### src/rtl/rxfrb_pkg.sv
// Package: types and constants of the receive frame ring buffer.
package rxfrb_pkg;

    localparam int BYTE_DEPTH_DEF = 64;
    localparam int DESC_DEPTH_DEF = 8;
    localparam int MAX_RESULTS    = 64;

    localparam logic [7:0] DEST_POSITION = 8'd2;

    localparam logic OP_RECEIVE = 1'b0;
    localparam logic OP_READ    = 1'b1;

    typedef enum logic [1:0] {
        KIND_RX_BYTE,
        KIND_RX_END,
        KIND_RX_DROP,
        KIND_READ
    } t_kind;

    typedef struct packed {
        t_kind      kind;
        logic [7:0] data;
    } t_item;

    typedef struct packed {
        logic [7:0] out_byte;
        logic       byte_valid;
        logic       last_of_run;
        logic [7:0] poll_address;
        logic       response_seen;
        logic       frame_pending;
    } t_result;

    typedef enum logic [1:0] {
        S_IDLE,
        S_DESC,
        S_SEND
    } t_state;

endpackage

### src/rtl/rxfrb_ram.sv
// Generic single-write, single-read RAM with registered read data.
module rxfrb_ram #(
    parameter int WIDTH = 8,
    parameter int DEPTH = 64
) (
    input  logic                     i_clk,
    input  logic                     i_we,
    input  logic [$clog2(DEPTH)-1:0] i_waddr,
    input  logic [WIDTH-1:0]         i_wdata,
    input  logic                     i_re,
    input  logic [$clog2(DEPTH)-1:0] i_raddr,
    output logic [WIDTH-1:0]         o_rdata
);

    logic [WIDTH-1:0] r_mem [DEPTH];
    logic [WIDTH-1:0] r_rdata;

    always_ff @(posedge i_clk) begin
        if (i_we) begin
            r_mem[i_waddr] <= i_wdata;
        end
        if (i_re) begin
            r_rdata <= r_mem[i_raddr];
        end
    end

    assign o_rdata = r_rdata;

endmodule

### src/rtl/rxfrb_front.sv
// Front end: decodes input requests and queues them for the back end.
module rxfrb_front (
    input  logic                i_clk,
    input  logic                i_rst_n,
    input  logic                i_valid,
    output logic                o_ready,
    input  logic                i_opcode,
    input  logic [7:0]          i_rx_byte,
    input  logic                i_frame_end,
    input  logic                i_rx_error,
    output logic                o_item_valid,
    output rxfrb_pkg::t_item    o_item,
    input  logic                i_item_pop
);

    import rxfrb_pkg::*;

    t_item      r_mem [2];
    logic       r_wr_ptr, n_wr_ptr;
    logic       r_rd_ptr, n_rd_ptr;
    logic [1:0] r_count, n_count;
    t_item      w_item;
    logic       w_push;

    always_comb begin
        w_item.data = i_rx_byte;
        if (i_opcode == OP_READ) begin
            w_item.kind = KIND_READ;
        end else if (i_frame_end) begin
            w_item.kind = KIND_RX_END;
        end else if (i_rx_error) begin
            w_item.kind = KIND_RX_DROP;
        end else begin
            w_item.kind = KIND_RX_BYTE;
        end
    end

    assign o_ready      = (r_count != 2'd2);
    assign w_push       = i_valid && o_ready;
    assign o_item_valid = (r_count != 2'd0);
    assign o_item       = r_mem[r_rd_ptr];

    always_comb begin
        n_wr_ptr = r_wr_ptr;
        n_rd_ptr = r_rd_ptr;
        n_count  = r_count;
        if (w_push) begin
            n_wr_ptr = ~r_wr_ptr;
        end
        if (i_item_pop) begin
            n_rd_ptr = ~r_rd_ptr;
        end
        case ({w_push, i_item_pop})
            2'b10:   n_count = r_count + 2'd1;
            2'b01:   n_count = r_count - 2'd1;
            default: n_count = r_count;
        endcase
    end

    always_ff @(posedge i_clk) begin
        if (!i_rst_n) begin
            r_wr_ptr <= 1'b0;
            r_rd_ptr <= 1'b0;
            r_count  <= 2'd0;
        end else begin
            r_wr_ptr <= n_wr_ptr;
            r_rd_ptr <= n_rd_ptr;
            r_count  <= n_count;
        end
    end

    always_ff @(posedge i_clk) begin
        if (w_push) begin
            r_mem[r_wr_ptr] <= w_item;
        end
    end

endmodule

### src/rtl/rxfrb_back.sv
// Back end: byte ring, descriptor ring, frame tracking and read-out sequencer.
module rxfrb_back #(
    parameter int BYTE_DEPTH = rxfrb_pkg::BYTE_DEPTH_DEF,
    parameter int DESC_DEPTH = rxfrb_pkg::DESC_DEPTH_DEF
) (
    input  logic                i_clk,
    input  logic                i_rst_n,
    input  logic [7:0]          i_cfg_match,
    input  logic                i_item_valid,
    input  rxfrb_pkg::t_item    i_item,
    output logic                o_item_pop,
    output logic                o_res_valid,
    output rxfrb_pkg::t_result  o_res,
    input  logic                i_res_ready
);

    import rxfrb_pkg::*;

    localparam int BAW    = $clog2(BYTE_DEPTH);
    localparam int DAW    = $clog2(DESC_DEPTH);
    localparam int DW     = BAW + 8;
    localparam int RD_CAP = (BYTE_DEPTH < MAX_RESULTS) ? BYTE_DEPTH : MAX_RESULTS;
    localparam int LW     = $clog2(RD_CAP + 1);

    t_state         r_state, n_state;
    logic [BAW-1:0] r_wr_idx, n_wr_idx;
    logic [BAW-1:0] r_open_start, n_open_start;
    logic [DAW-1:0] r_head, n_head;
    logic [DAW-1:0] r_tail, n_tail;
    logic [7:0]     r_count, n_count;
    logic [7:0]     r_prev, n_prev;
    logic [7:0]     r_dest, n_dest;
    logic [7:0]     r_poll, n_poll;
    logic [BAW-1:0] r_rd_addr, n_rd_addr;
    logic [LW-1:0]  r_rem, n_rem;
    logic           r_out_valid;
    t_result        r_out;

    logic           w_free;
    logic           w_emit;
    t_result        w_res;
    logic [BAW-1:0] w_wr_inc;
    logic [BAW-1:0] w_rd_inc;
    logic [DAW-1:0] w_head_inc;
    logic [DAW-1:0] w_tail_inc;

    logic           w_ring_we;
    logic [7:0]     w_ring_wdata;
    logic           w_ring_re;
    logic [BAW-1:0] w_ring_raddr;
    logic [7:0]     w_ring_rdata;
    logic           w_desc_we;
    logic           w_desc_re;
    logic [DW-1:0]  w_desc_rdata;
    logic [BAW-1:0] w_desc_start;
    logic [7:0]     w_desc_len;
    logic [LW-1:0]  w_len_cap;
    logic [BAW-1:0] w_start_inc;

    assign w_free      = !r_out_valid || i_res_ready;
    assign w_wr_inc    = (r_wr_idx == BAW'(BYTE_DEPTH - 1)) ? '0 : r_wr_idx + 1'b1;
    assign w_rd_inc    = (r_rd_addr == BAW'(BYTE_DEPTH - 1)) ? '0 : r_rd_addr + 1'b1;
    assign w_head_inc  = (r_head == DAW'(DESC_DEPTH - 1)) ? '0 : r_head + 1'b1;
    assign w_tail_inc  = (r_tail == DAW'(DESC_DEPTH - 1)) ? '0 : r_tail + 1'b1;
    assign w_desc_start = w_desc_rdata[DW-1:8];
    assign w_desc_len   = w_desc_rdata[7:0];
    assign w_len_cap    = (w_desc_len > 8'(RD_CAP)) ? LW'(RD_CAP) : LW'(w_desc_len);
    assign w_start_inc  = (w_desc_start == BAW'(BYTE_DEPTH - 1)) ? '0 : w_desc_start + 1'b1;

    always_comb begin
        n_state      = r_state;
        n_wr_idx     = r_wr_idx;
        n_open_start = r_open_start;
        n_head       = r_head;
        n_tail       = r_tail;
        n_count      = r_count;
        n_prev       = r_prev;
        n_dest       = r_dest;
        n_poll       = r_poll;
        n_rd_addr    = r_rd_addr;
        n_rem        = r_rem;
        o_item_pop   = 1'b0;
        w_ring_we    = 1'b0;
        w_ring_wdata = i_item.data;
        w_ring_re    = 1'b0;
        w_ring_raddr = r_rd_addr;
        w_desc_we    = 1'b0;
        w_desc_re    = 1'b0;
        w_emit       = 1'b0;

        w_res.out_byte      = 8'd0;
        w_res.byte_valid    = 1'b0;
        w_res.last_of_run   = 1'b1;
        w_res.poll_address  = r_poll;
        w_res.response_seen = 1'b0;
        w_res.frame_pending = (r_head != r_tail);

        case (r_state)
            S_IDLE: begin
                if (i_item_valid && w_free) begin
                    o_item_pop = 1'b1;
                    case (i_item.kind)
                        KIND_READ: begin
                            if (r_head == r_tail) begin
                                w_emit = 1'b1;
                            end else begin
                                w_desc_re = 1'b1;
                                n_state   = S_DESC;
                            end
                        end
                        KIND_RX_END: begin
                            w_ring_we    = 1'b1;
                            w_ring_wdata = 8'd0;
                            w_desc_we    = 1'b1;
                            n_wr_idx     = w_wr_inc;
                            n_open_start = w_wr_inc;
                            n_head       = w_head_inc;
                            n_poll       = (r_count == 8'd1) ? r_prev : 8'd0;
                            n_count      = 8'd0;
                            n_dest       = 8'd0;
                            w_emit       = 1'b1;
                            w_res.poll_address  = n_poll;
                            w_res.response_seen = (r_count > 8'd1) && (r_dest == i_cfg_match);
                            w_res.frame_pending = (w_head_inc != r_tail);
                        end
                        KIND_RX_BYTE: begin
                            w_ring_we = 1'b1;
                            n_wr_idx  = w_wr_inc;
                            n_prev    = i_item.data;
                            n_count   = r_count + 8'd1;
                            if (n_count == DEST_POSITION) begin
                                n_dest = i_item.data;
                            end
                            w_emit = 1'b1;
                        end
                        default: begin
                            w_emit = 1'b1;
                        end
                    endcase
                end
            end
            S_DESC: begin
                if (w_free) begin
                    n_tail = w_tail_inc;
                    if (w_len_cap == '0) begin
                        w_emit  = 1'b1;
                        w_res.frame_pending = (r_head != w_tail_inc);
                        n_state = S_IDLE;
                    end else begin
                        w_ring_re    = 1'b1;
                        w_ring_raddr = w_desc_start;
                        n_rd_addr    = w_start_inc;
                        n_rem        = w_len_cap;
                        n_state      = S_SEND;
                    end
                end
            end
            S_SEND: begin
                if (w_free) begin
                    w_emit            = 1'b1;
                    w_res.out_byte    = w_ring_rdata;
                    w_res.byte_valid  = 1'b1;
                    w_res.last_of_run = (r_rem == LW'(1));
                    n_rem             = r_rem - 1'b1;
                    if (r_rem == LW'(1)) begin
                        n_state = S_IDLE;
                    end else begin
                        w_ring_re = 1'b1;
                        n_rd_addr = w_rd_inc;
                    end
                end
            end
            default: begin
                n_state = S_IDLE;
            end
        endcase
    end

    always_ff @(posedge i_clk) begin
        if (!i_rst_n) begin
            r_state      <= S_IDLE;
            r_wr_idx     <= '0;
            r_open_start <= '0;
            r_head       <= '0;
            r_tail       <= '0;
            r_count      <= 8'd0;
            r_prev       <= 8'd0;
            r_dest       <= 8'd0;
            r_poll       <= 8'd0;
            r_out_valid  <= 1'b0;
        end else begin
            r_state      <= n_state;
            r_wr_idx     <= n_wr_idx;
            r_open_start <= n_open_start;
            r_head       <= n_head;
            r_tail       <= n_tail;
            r_count      <= n_count;
            r_prev       <= n_prev;
            r_dest       <= n_dest;
            r_poll       <= n_poll;
            if (w_emit) begin
                r_out_valid <= 1'b1;
            end else if (i_res_ready) begin
                r_out_valid <= 1'b0;
            end
        end
    end

    always_ff @(posedge i_clk) begin
        r_rd_addr <= n_rd_addr;
        r_rem     <= n_rem;
        if (w_emit) begin
            r_out <= w_res;
        end
    end

    assign o_res_valid = r_out_valid;
    assign o_res       = r_out;

    rxfrb_ram #(
        .WIDTH (8),
        .DEPTH (BYTE_DEPTH)
    ) u_byte_ring (
        .i_clk   (i_clk),
        .i_we    (w_ring_we),
        .i_waddr (r_wr_idx),
        .i_wdata (w_ring_wdata),
        .i_re    (w_ring_re),
        .i_raddr (w_ring_raddr),
        .o_rdata (w_ring_rdata)
    );

    // descriptor entry: {start, length}
    rxfrb_ram #(
        .WIDTH (DW),
        .DEPTH (DESC_DEPTH)
    ) u_desc_ring (
        .i_clk   (i_clk),
        .i_we    (w_desc_we),
        .i_waddr (r_head),
        .i_wdata ({r_open_start, r_count + 8'd1}),
        .i_re    (w_desc_re),
        .i_raddr (r_tail),
        .o_rdata (w_desc_rdata)
    );

endmodule

### src/rtl/rx_frame_ring_buffer_core.sv
// Top level: receive frame ring buffer with frame descriptors.
//
// Input stream s_axis carries one request per beat: receive a bus byte, mark
// frame end or byte error, or read out the oldest stored frame.
// Output stream m_axis returns one result per receive request and one result
// per byte for a read (one invalid result for an empty ring or empty frame).
// i_cfg_we/i_cfg_wdata write the client match address; write only when idle.
// Requests go through a 2-deep queue, so s_axis_tready drops only when the
// queue is full. Receive requests: the request is registered in the queue,
// then its result in the output register; one request per cycle sustained
// while m_axis_tready stays high. Read requests: a descriptor RAM read, a
// first byte RAM read, then one byte per cycle while m_axis_tready stays
// high. A stalled m_axis holds its result and the back end waits; the queue
// keeps taking requests until full. Synchronous reset empties both rings and
// the queue; stored bytes are not cleared.
module rx_frame_ring_buffer_core #(
    parameter int BYTE_DEPTH = rxfrb_pkg::BYTE_DEPTH_DEF,
    parameter int DESC_DEPTH = rxfrb_pkg::DESC_DEPTH_DEF
) (
    input  logic        i_clk,
    input  logic        i_rst_n,
    input  logic        i_cfg_we,
    input  logic [7:0]  i_cfg_wdata,
    input  logic        s_axis_tvalid,
    output logic        s_axis_tready,
    input  logic [7:0]  s_axis_tdata,   // rx_byte
    input  logic        s_axis_tlast,   // frame_end
    input  logic [1:0]  s_axis_tuser,   // opcode, rx_error
    output logic        m_axis_tvalid,
    input  logic        m_axis_tready,
    output logic [15:0] m_axis_tdata,   // out_byte, poll_address
    output logic        m_axis_tlast,   // last_of_run
    output logic [2:0]  m_axis_tuser    // byte_valid, response_seen, frame_pending
);

    import rxfrb_pkg::*;

    logic [7:0] r_cfg_match;
    logic       w_item_valid;
    t_item      w_item;
    logic       w_item_pop;
    t_result    w_res;

    always_ff @(posedge i_clk) begin
        if (!i_rst_n) begin
            r_cfg_match <= 8'd0;
        end else if (i_cfg_we) begin
            r_cfg_match <= i_cfg_wdata;
        end
    end

    rxfrb_front u_front (
        .i_clk        (i_clk),
        .i_rst_n      (i_rst_n),
        .i_valid      (s_axis_tvalid),
        .o_ready      (s_axis_tready),
        .i_opcode     (s_axis_tuser[0]),
        .i_rx_byte    (s_axis_tdata),
        .i_frame_end  (s_axis_tlast),
        .i_rx_error   (s_axis_tuser[1]),
        .o_item_valid (w_item_valid),
        .o_item       (w_item),
        .i_item_pop   (w_item_pop)
    );

    rxfrb_back #(
        .BYTE_DEPTH (BYTE_DEPTH),
        .DESC_DEPTH (DESC_DEPTH)
    ) u_back (
        .i_clk        (i_clk),
        .i_rst_n      (i_rst_n),
        .i_cfg_match  (r_cfg_match),
        .i_item_valid (w_item_valid),
        .i_item       (w_item),
        .o_item_pop   (w_item_pop),
        .o_res_valid  (m_axis_tvalid),
        .o_res        (w_res),
        .i_res_ready  (m_axis_tready)
    );

    assign m_axis_tdata = {w_res.poll_address, w_res.out_byte};
    assign m_axis_tlast = w_res.last_of_run;
    assign m_axis_tuser = {w_res.frame_pending, w_res.response_seen, w_res.byte_valid};

endmodule

### config.mk
export PLATFORM = sky130hd
export DESIGN_NAME = rx_frame_ring_buffer_core
export DESIGN_NICKNAME = d
export VERILOG_FILES = /design/src/rtl/rxfrb_pkg.sv /design/src/rtl/rxfrb_ram.sv /design/src/rtl/rxfrb_front.sv /design/src/rtl/rxfrb_back.sv /design/src/rtl/rx_frame_ring_buffer_core.sv
export SDC_FILE = /design/constraint.sdc
export NUM_CORES = 1
export LEC_CHECK = 0
export BUFFER_PORTS_ARGS = -buffer_cell sky130_fd_sc_hd__buf_2
export CORE_ASPECT_RATIO = 1.2
export CORE_MARGIN = 2
export CORE_UTILIZATION = 40
export DETAILED_ROUTE_END_ITERATION = 10
export GPL_TIMING_DRIVEN = 0
export PLACE_DENSITY_LB_ADDON = 0.25
export SYNTH_ARGS = -nofsm -noshare
export SYNTH_HDL_FRONTEND = slang
export SYNTH_HIERARCHICAL = 1
export SYNTH_SLANG_ARGS = --single-unit
export TNS_END_PERCENT = 30
### constraint.sdc
create_clock -name i_clk -period 9.1 [get_ports i_clk]
set_clock_uncertainty 0.1 [all_clocks]
set_input_delay 2.275 -clock i_clk [delete_from_list [all_inputs] [get_ports i_clk]]
set_output_delay 2.275 -clock i_clk [all_outputs]
set_load 0.03 [all_outputs]
==> results.md <==
- Outcome: finished clean
- Initial DRT Pass Iterations: 6
- Main flop type after synthesis: edfxtp_1
- Worst IR Drop VDD: 133 uV
- GP Congestion: 0.860
- Register-to-Register Path Depth: 11
- Initial antenna violation count: 0
- Unrepaired setup endpoints after global routing: false
- F_max: 164 MHz
- Leakage dissipation: 11.3 nW
- Final Power: 8.41 mW
- Post-synth EDFFs: 699
- Cell row count: 111
- Synth warn: 6
- Die height: 308 um
- Family with the most delay on the worst path: buffers and inverters
- Antenna viol nets, final: 0
- First DRT Iteration DRCs: 1563
- GR peak layer: met2
- CTS buffer count: 73
- First-pass GRT wire length: 109000 um
- Unique masters post-synth: 67
- CTS tree: yes
- Most frequent cells in the layout: edfxtp_1, mux4_2, nand2_1, nor2_1, clkbuf_16
- Gr usage total: 0.188
- Via/cell ratio: 5.56
- Synthesized cell area: 30800 um2
- Clk buf depth: 3
- Setup WS pre-CTS: 2.51 ns
- Ports: 46
- Total negative slack: 0 ns
- Hold Buf Count CTS: 0
- Final slew viol count: 0
- DRT Wirelength: 74500 um
- WL per Instance: 25.5 um
- Routing usage on met1: 0.239
- CP most frequent cell: buf_2
- Die area: 79400 um2
- CP Max Fanout: 10
- Clk Latency, worst-skew pair: 0.61 ns
- Worst path depth: 12
- HP Class: register to register
- Antenna Cells: 0
- Syn Area/Cell: 18.1 um2
- Gate count after technology mapping: 1708
- Hold Crit Depth: 2
- DP HPWL: 51700 um
- Synth-to-Final Area Change: 13.5%
- Cells resized by post-CTS repair: 0
- # clock sinks: 765
- DRC Markers: 0
- H-tree Lvls: 3
- CTS Root Cell: clkbuf_16
- Post-synthesis sequential area ratio: 0.723
- Post-synth ARST share: 0
- Worst path bufs/invs: 5
- Slew @ Worst Pin: 1.25 ns
- Largest net degree at the start of global routing: 45
- Fill cell count: 6513
- M2 GR Usage: 0.322
- CP endpoint kind: register
- Startpoint types: primary input
- Nets: 1885
- Starting Density: 0.404
- PwrDens: 240 nW/um2
- Reg clk slew, reported paths: 0.06 ns
- Worst path slowest cell: buf_1
- Overflow after GRT: 0
- Crit path time final: 6.11 ns
- Crit-path cells: buf_2 > nand2b_1 > buf_2 > nand3_1 > mux2_2 > clkbuf_1 > buf_2 > buf_1 > nand2_1 > o22ai_1 > nor2_1 > a221o_1
- Die Wd: 258 um
- Setup WS post-layout: 2.99 ns
- Core box area: 76400 um2
- Crit path DAT: 6.30 ns
- Setup Viol. Count Final: 0
- Post-CTS Setup Repair Bufs: 0
- Max cap viols: 0
- CP max stage delay: 0.70 ns
- Vias in the first global route: 16436
- Setup Crit Path Kind: primary input to register
- Final hold vios: 0
- Most common cell after layout, fill and taps aside: edfxtp_1
- Syn_nets: 1750
- Met3 Usage GRT: 0.0341
- Layout cells sized above 1: 0.209
- Number of buffers added on ports: 44
- Share of the clock period used by the worst path: 0.671
- Total number of vias: 16225
- Critical Path RT: 9.30 ns
- Relative slew slack: 0.162
- #FFs+latches synth: 765
[state kept, by name, indices dropped and copies added, names as in the netlist, named ones only]
name	flops
u_back/r_wr_idx	6
u_back/r_head	3
u_back/o_res_valid	1
u_back/r_poll	8
u_back/r_prev	8
u_back/u_byte_ring/r_mem	512
u_front/r_wr_ptr	1
u_front/r_rd_ptr	1
u_back/o_res	20
u_back/u_byte_ring/o_rdata	8
u_back/r_count	8
u_back/r_state	2
u_back/r_rem	7
u_back/r_open_start	6
u_front/r_count	2
u_back/r_tail	3
u_back/u_desc_ring/r_mem	112
u_back/r_rd_addr	6
u_back/r_dest	8
u_back/u_desc_ring/o_rdata	14
r_cfg_match	8
u_front/r_mem	20
[power by group]
part / switching (mW) / internal [mW] / leakage [nW]
sequential: 0.0645 / 4.23 / 6.82
clock: 1.27 / 1.71 / 1.15
combinational: 0.808 / 0.322 / 3.28
[final timing paths]
path	startpoint	end	slack, ns
hold / removal	u_back/r_prev[0]	u_back/r_prev[0]	0.37
hold reg to reg	u_back/r_prev[0]	u_back/r_prev[0]	0.37
setup reg to reg	u_back/u_desc_ring/o_rdata[0]	u_back/u_byte_ring/o_rdata[2]	4.24
setup / recovery	m_axis_tready	u_back/u_byte_ring/o_rdata[2]	2.99
[cells by family (layout without fill, tap and decap cells)]
family | after synthesis | count (layout) | share of synthesized area
simple gates | 382 | 382 | 0.0611
buf+inv | 101 | 293 | 0.0187
flops | 765 | 765 | 0.723
xor+xnor | 44 | 44 | 0.0125
compound gates | 168 | 168 | 0.0384
mux | 230 | 230 | 0.139
fa+ha+maj | 18 | 18 | 0.00730
[cell usage after synthesis, types with 3 or more instances]
| cell type | number | area, um2 |
|---|---|---|
| nor4_1 | 4 | 25.0 |
| or3_1 | 5 | 31.3 |
| nand3_1 | 47 | 235 |
| mux2_2 | 37 | 417 |
| a22oi_1 | 22 | 165 |
| dfxtp_1 | 66 | 1320 |
| a21boi_0 | 22 | 165 |
| nor2b_1 | 29 | 181 |
| nor3_1 | 26 | 130 |
| o221ai_1 | 5 | 43.8 |
| nor3b_1 | 5 | 37.5 |
| edfxtp_1 | 699 | 21000 |
| buf_1 | 5 | 18.8 |
| nand4_1 | 3 | 18.8 |
| buf_6 | 16 | 180 |
| mux2i_1 | 46 | 460 |
| o22ai_1 | 20 | 125 |
| nand3b_1 | 7 | 52.6 |
| o311ai_0 | 3 | 26.3 |
| a21oi_1 | 19 | 95.1 |
| a2111oi_2 | 3 | 45.0 |
| and3_1 | 14 | 87.6 |
| buf_4 | 3 | 22.5 |
| inv_1 | 13 | 48.8 |
| a221o_1 | 4 | 40.0 |
| and2_1 | 25 | 156 |
| nor2_1 | 93 | 349 |
| or2_2 | 4 | 25.0 |
| ha_1 | 18 | 225 |
| buf_2 | 17 | 85.1 |
| o21ai_0 | 28 | 140 |
| mux4_1 | 25 | 657 |
| xor2_1 | 26 | 228 |
| mux4_2 | 122 | 2750 |
| o22a_1 | 3 | 26.3 |
| a22o_1 | 10 | 87.6 |
| clkbuf_1 | 43 | 161 |
| a211oi_1 | 4 | 30.0 |
| a31oi_1 | 8 | 50.1 |
| xnor2_1 | 18 | 158 |
| nand2_1 | 93 | 349 |
| nand2b_1 | 15 | 93.8 |
[worst reg2reg max path, cell delays in order (launching register included)]
cell      delay, ns
edfxtp_1       0.39
nor4_1         0.38
nand3_1        0.31
nand3_1        0.37
mux2_2         0.23
clkbuf_1       0.52
buf_2          0.42
buf_1          0.70
nand2_1        0.25
o22ai_1        0.27
nor2_1         0.15
a221o_1        0.47
[stage by stage]
stage	util	area, um2	hold slack (ns)	instances
floorplan	-	30800	0.343	1708
global placement	0.423	32300	0.352	2769
detailed placement	0.427	32600	0.362	2783
CTS	0.458	35000	0.370	2915
global route	0.458	35000	0.407	2917
finish	0.458	35000	0.368	2917
[per-layer routing]
layer,up-vias,wire (um)
met2,548,37700
met1,8443,29600
met4,0,2540
li1,7097,-
met5,-,0
met3,137,4620
[area by class of cell]
cell class,count,area [um2],area share
clock inverter,40,367,0.0105
sequential,765,22300,0.637
buffer,87,523,0.0149
inverter,14,52.6,0.00150
timing repair buffer,60,479,0.0137
multi-input combinational,842,8030,0.229
clock buffer,92,1970,0.0563
tap,1017,1270,0.0363
No activity file was read; power rests on OpenSTA's default activity.
